**src/rtl/m3uf_ram.sv**
```systemverilog
`default_nettype none
module m3uf_ram #(
  parameter int WIDTH = 8,
  parameter int DEPTH = 16
) (
  input  wire logic                     clk,
  input  wire logic                     we,
  input  wire logic [$clog2(DEPTH)-1:0] waddr,
  input  wire logic [WIDTH-1:0]         wdata,
  input  wire logic [$clog2(DEPTH)-1:0] raddr,
  output logic      [WIDTH-1:0]         rdata
);

  logic [WIDTH-1:0] mem [DEPTH];
  logic [WIDTH-1:0] rdata_r;

  always_ff @(posedge clk) begin
    if (we) begin
      mem[waddr] <= wdata;
    end
    rdata_r <= mem[raddr];
  end

  assign rdata = rdata_r;

endmodule
`default_nettype wire

```
**config.mk**
```make
export PLATFORM = sky130hd
export DESIGN_NAME = m3uf_ram
export DESIGN_NICKNAME = d
export VERILOG_FILES = /design/src/rtl/m3uf_ram.sv
export SDC_FILE = /design/constraint.sdc
export NUM_CORES = 1
export LEC_CHECK = 0
export BUFFER_PORTS_ARGS = -buffer_cell sky130_fd_sc_hd__buf_2
export CORE_MARGIN = 4
export CORE_UTILIZATION = 40
export CTS_CLUSTER_SIZE = 28
export DETAILED_ROUTE_END_ITERATION = 6
export SYNTH_ARGS = -nofsm -noshare
export SYNTH_HDL_FRONTEND = slang
export SYNTH_SLANG_ARGS = --single-unit
```
**constraint.sdc**
```tcl
create_clock -name clk -period 3.6 [get_ports clk]
set_clock_uncertainty 0.15 [all_clocks]
set_input_delay 0.72 -clock clk [delete_from_list [all_inputs] [get_ports clk]]
set_output_delay 0.72 -clock clk [all_outputs]
set_load 0.02 [all_outputs]
```
# Word level (Yosys, flattened, before mapping)

Memory sizes are Yosys's and may differ from the RTL's. A register that Yosys moved wholly into a read port is not among the register bits.
Cells that the tools add are included.

Muxes and demuxes: 2

Operators by type and width:

| kind              | number |
|---|---|
| two-way mux 1 bit | 2 |

Output and inout bits: 8
Memories kept: 1
Bits of input ports: 18
Register bits: 0
RAM bits: 128
Word-level logic and storage cells: 3

Memory list:

| name | depth | bits a word | rd ports | clocked after Yosys merged registers in | write ports | line | RTL |
|---|---|---|---|---|---|---|---|
| mem  | 16    | 8           | 1        | 1                                       | 1           | 14   | `logic [WIDTH-1:0] mem [DEPTH];` |

# Depth between registers and ports, before layout

Depth in word-level cells: 2
Mapped depth: 5

# Worst setup path before layout

No wires, ideal clock.

Path kind: input to register
From: input port waddr[2]
To: memory mem[0][0], enable pin
Arrival: 1.830 ns
Path slack: 1.237 ns
Cell stages on the path: 2
Data required time: 3.067 ns
Path through: or3b_2 > nor3_1

RTL lines:

| item               | line | RTL |
|---|---|---|
| start: declaration | 8    | `input wire logic [$clog2(DEPTH)-1:0] waddr,` |
| end: declaration   | 14   |  |

No word-level cell before the write port.

==> results_dict.tcl <==
set metrics [dict create \
    cts-resized-gates 0 \
    drt-vias-per-instance 5.14 \
    ff_latch_area_sq_um 4000 \
    hp-class "reg -> reg" \
    dp_hpwl_um 6100 \
    drcViolationCount 0 \
    cts_made_buffers 17 \
    async_flop_share_pct 0 \
    io-pin-count 26 \
    hold_violations 0 \
    fp.dieW_um 121 \
    worstMarginPinSlew_ps 900 \
    synth_cell_types 19 \
    first_pass_iters 4 \
    syn_avg_cell_area_sq_um 22.5 \
    pre_cts_slack_ps 857 \
    io_buffers 25 \
    finalSetupViolCount 0 \
    synth_top_area_cell "edfxtp_1" \
    ys_seq_area_share_pct 77.8 \
    synth_edf_count 128 \
    r2r_cells 3 \
    core-area_sq_um 12600 \
    die_height_um 121 \
    antenna_found_initial 0 \
    dr.max_layer_used "met4" \
    required_ps 3740 \
    drv_slew 0 \
    cts_tree "built" \
    critPathArrivalTime_ps 2420 \
    grt_pass1_wl_um 14800 \
    syn_area_sq_um 5150 \
    wl_met3_um 597 \
    netlist_top_cells_area "edfxtp_1 75%, mux4_2 7.9%, mux4_1 7.1%, dfxtp_1 3.1%, a22oi_1 2.3%" \
    cts_root_buf "clkbuf_16" \
    layout_min_cycle_time_ps 2280 \
    final_nets 287 \
    tns_ps 0 \
    layout_commonest_cell "edfxtp_1" \
    fmax_mhz 438 \
    gp_congestion 0.716 \
    clock_sinks 136 \
    cts_setup_buffers 0 \
    hold_buffers 0 \
    synth_top_area_share_pct 74.7 \
    multi_input_area_sq_um 1060 \
    post-route-period-util_pct 63.3 \
    criticalPathCategory "in -> reg" \
    clock_latency_ps 400 \
    synth-seq-cells 136 \
    drive_gt1_share_pct 28.4 \
    drt_iter0_drc 260 \
    die_area_sq_um 14700 \
    grt_max_degree 33 \
    cp-end-kind "flip-flop" \
    setup_slack_ps 1320 \
    gr-total-overflow 0 \
    wirelength_um 9570 \
    vias 2334 \
    status "completed" \
    diodes 0 \
    rrSetupSlack_ps 2060 \
    p_leak_nw 2.02 \
    startpoint_type "input port" \
    wl_met1_um 4110 \
    synthFlopType "edfxtp_1" \
    syn_inst 229 \
    irDropWorstVdd_uv 300 \
    rsz0062_at_grt "false" \
    hold_depth 3 \
    route.antenna.remaining_nets 0 \
    clk_pin_slew_worst_paths_ps 50 \
    grt_util_all_layers_pct 14.2 \
    grt_pass1_vias 2450 \
    final_cell_mix "128 x edfxtp_1, 25 x buf_2, 18 x mux4_2" \
    rows 41 \
    htreeDepth 4 \
    wl_per_cell_um 21.1 \
    critPathMaxFanout 19 \
    initial_utilization_pct 40.8 \
    syn_nets 247 \
    powerDensity_nw_per_um2 603 \
    max_cap_violations 0 \
    nFillCells 1074 \
    cts_buffer_depth 2 \
    final_util_pct 47.9 \
    max_slew_margin_pct 39.8 \
    wl_met2_um 4800 \
    syn_to_final_growth_pct 17.4 \
    yosys_warnings 0 \
]
registers in the layout (all words and copies together), names as in the netlist:
| name | flops |
|---|---|
| mem | 128 |
| rdata | 8 |
worst paths after layout:
| kind | from | to |
|---|---|---|
| setup / recovery | raddr[0] | rdata[2] |
| hold / removal | mem[14][3] | rdata[3] |
| setup reg to reg | mem[1][2] | rdata[2] |
| hold reg to reg | mem[14][3] | rdata[3] |
metrics by stage:
stage | std cells | hold slack (ps) | power, mW | cell area, sq um
after floorplan | 229 | 479 | 1.91 | 5150
after global placement | 422 | 500 | 1.98 | 5450
after detailed placement | 422 | 511 | 1.98 | 5450
after CTS | 454 | 527 | 3.68 | 6040
after global routing | 454 | 548 | 3.78 | 6040
final | 454 | 512 | 3.64 | 6040
area by class of cell:
type / instances / area share (%)
Sequential cell: 136 / 66.3
Multi-Input combinational cell: 83 / 17.5
Clock buffer: 24 / 8.31
Tap cell: 172 / 3.56
Timing Repair Buffer: 31 / 2.82
Clock inverter: 8 / 1.53
worst max-delay path, cell delays in order:
cell and delay, ps:
buf_2 500, buf_4 340, mux4_1 580, a22oi_1 190, nand2_1 70
cell usage after synthesis (2+ instances only):
library cell / n
a22oi_1: 16
buf_2: 3
buf_6: 3
clkdlybuf4s25_2: 3
dfxtp_1: 8
edfxtp_1: 128
mux4_1: 14
mux4_2: 18
nand2_1: 9
nand2b_1: 2
nand3b_1: 2
nor2_1: 13
nor3_1: 4
cell families (layout without fill, tap and decap cells):
group | count (synthesis) | in the layout | share of synthesized area, %
AND/OR/NAND/NOR | 35 | 35 | 3.18
multiplexers | 32 | 32 | 15.0
flip-flops | 136 | 136 | 77.8
buffers and inverters | 10 | 63 | 1.68
AO/OA/AOI/OAI | 16 | 16 | 2.33
metal layers:
metal / vias to the layer above / track usage (%)
met1: 1206 / 18.7
met5: - / 0
li1: 1059 / -
met2: 67 / 22.3
met4: 0 / 5.46
met3: 2 / 4.34
report_power, final:
group | leakage (nW) | internal, mW | total, mW | switching [mW]
sequential | 1.22 | 1.77 | 1.78 | 0.00849
clock | 0.296 | 1.11 | 1.70 | 0.592
combinational | 0.501 | 0.0653 | 0.167 | 0.101
(Power assumes the default switching activity.)
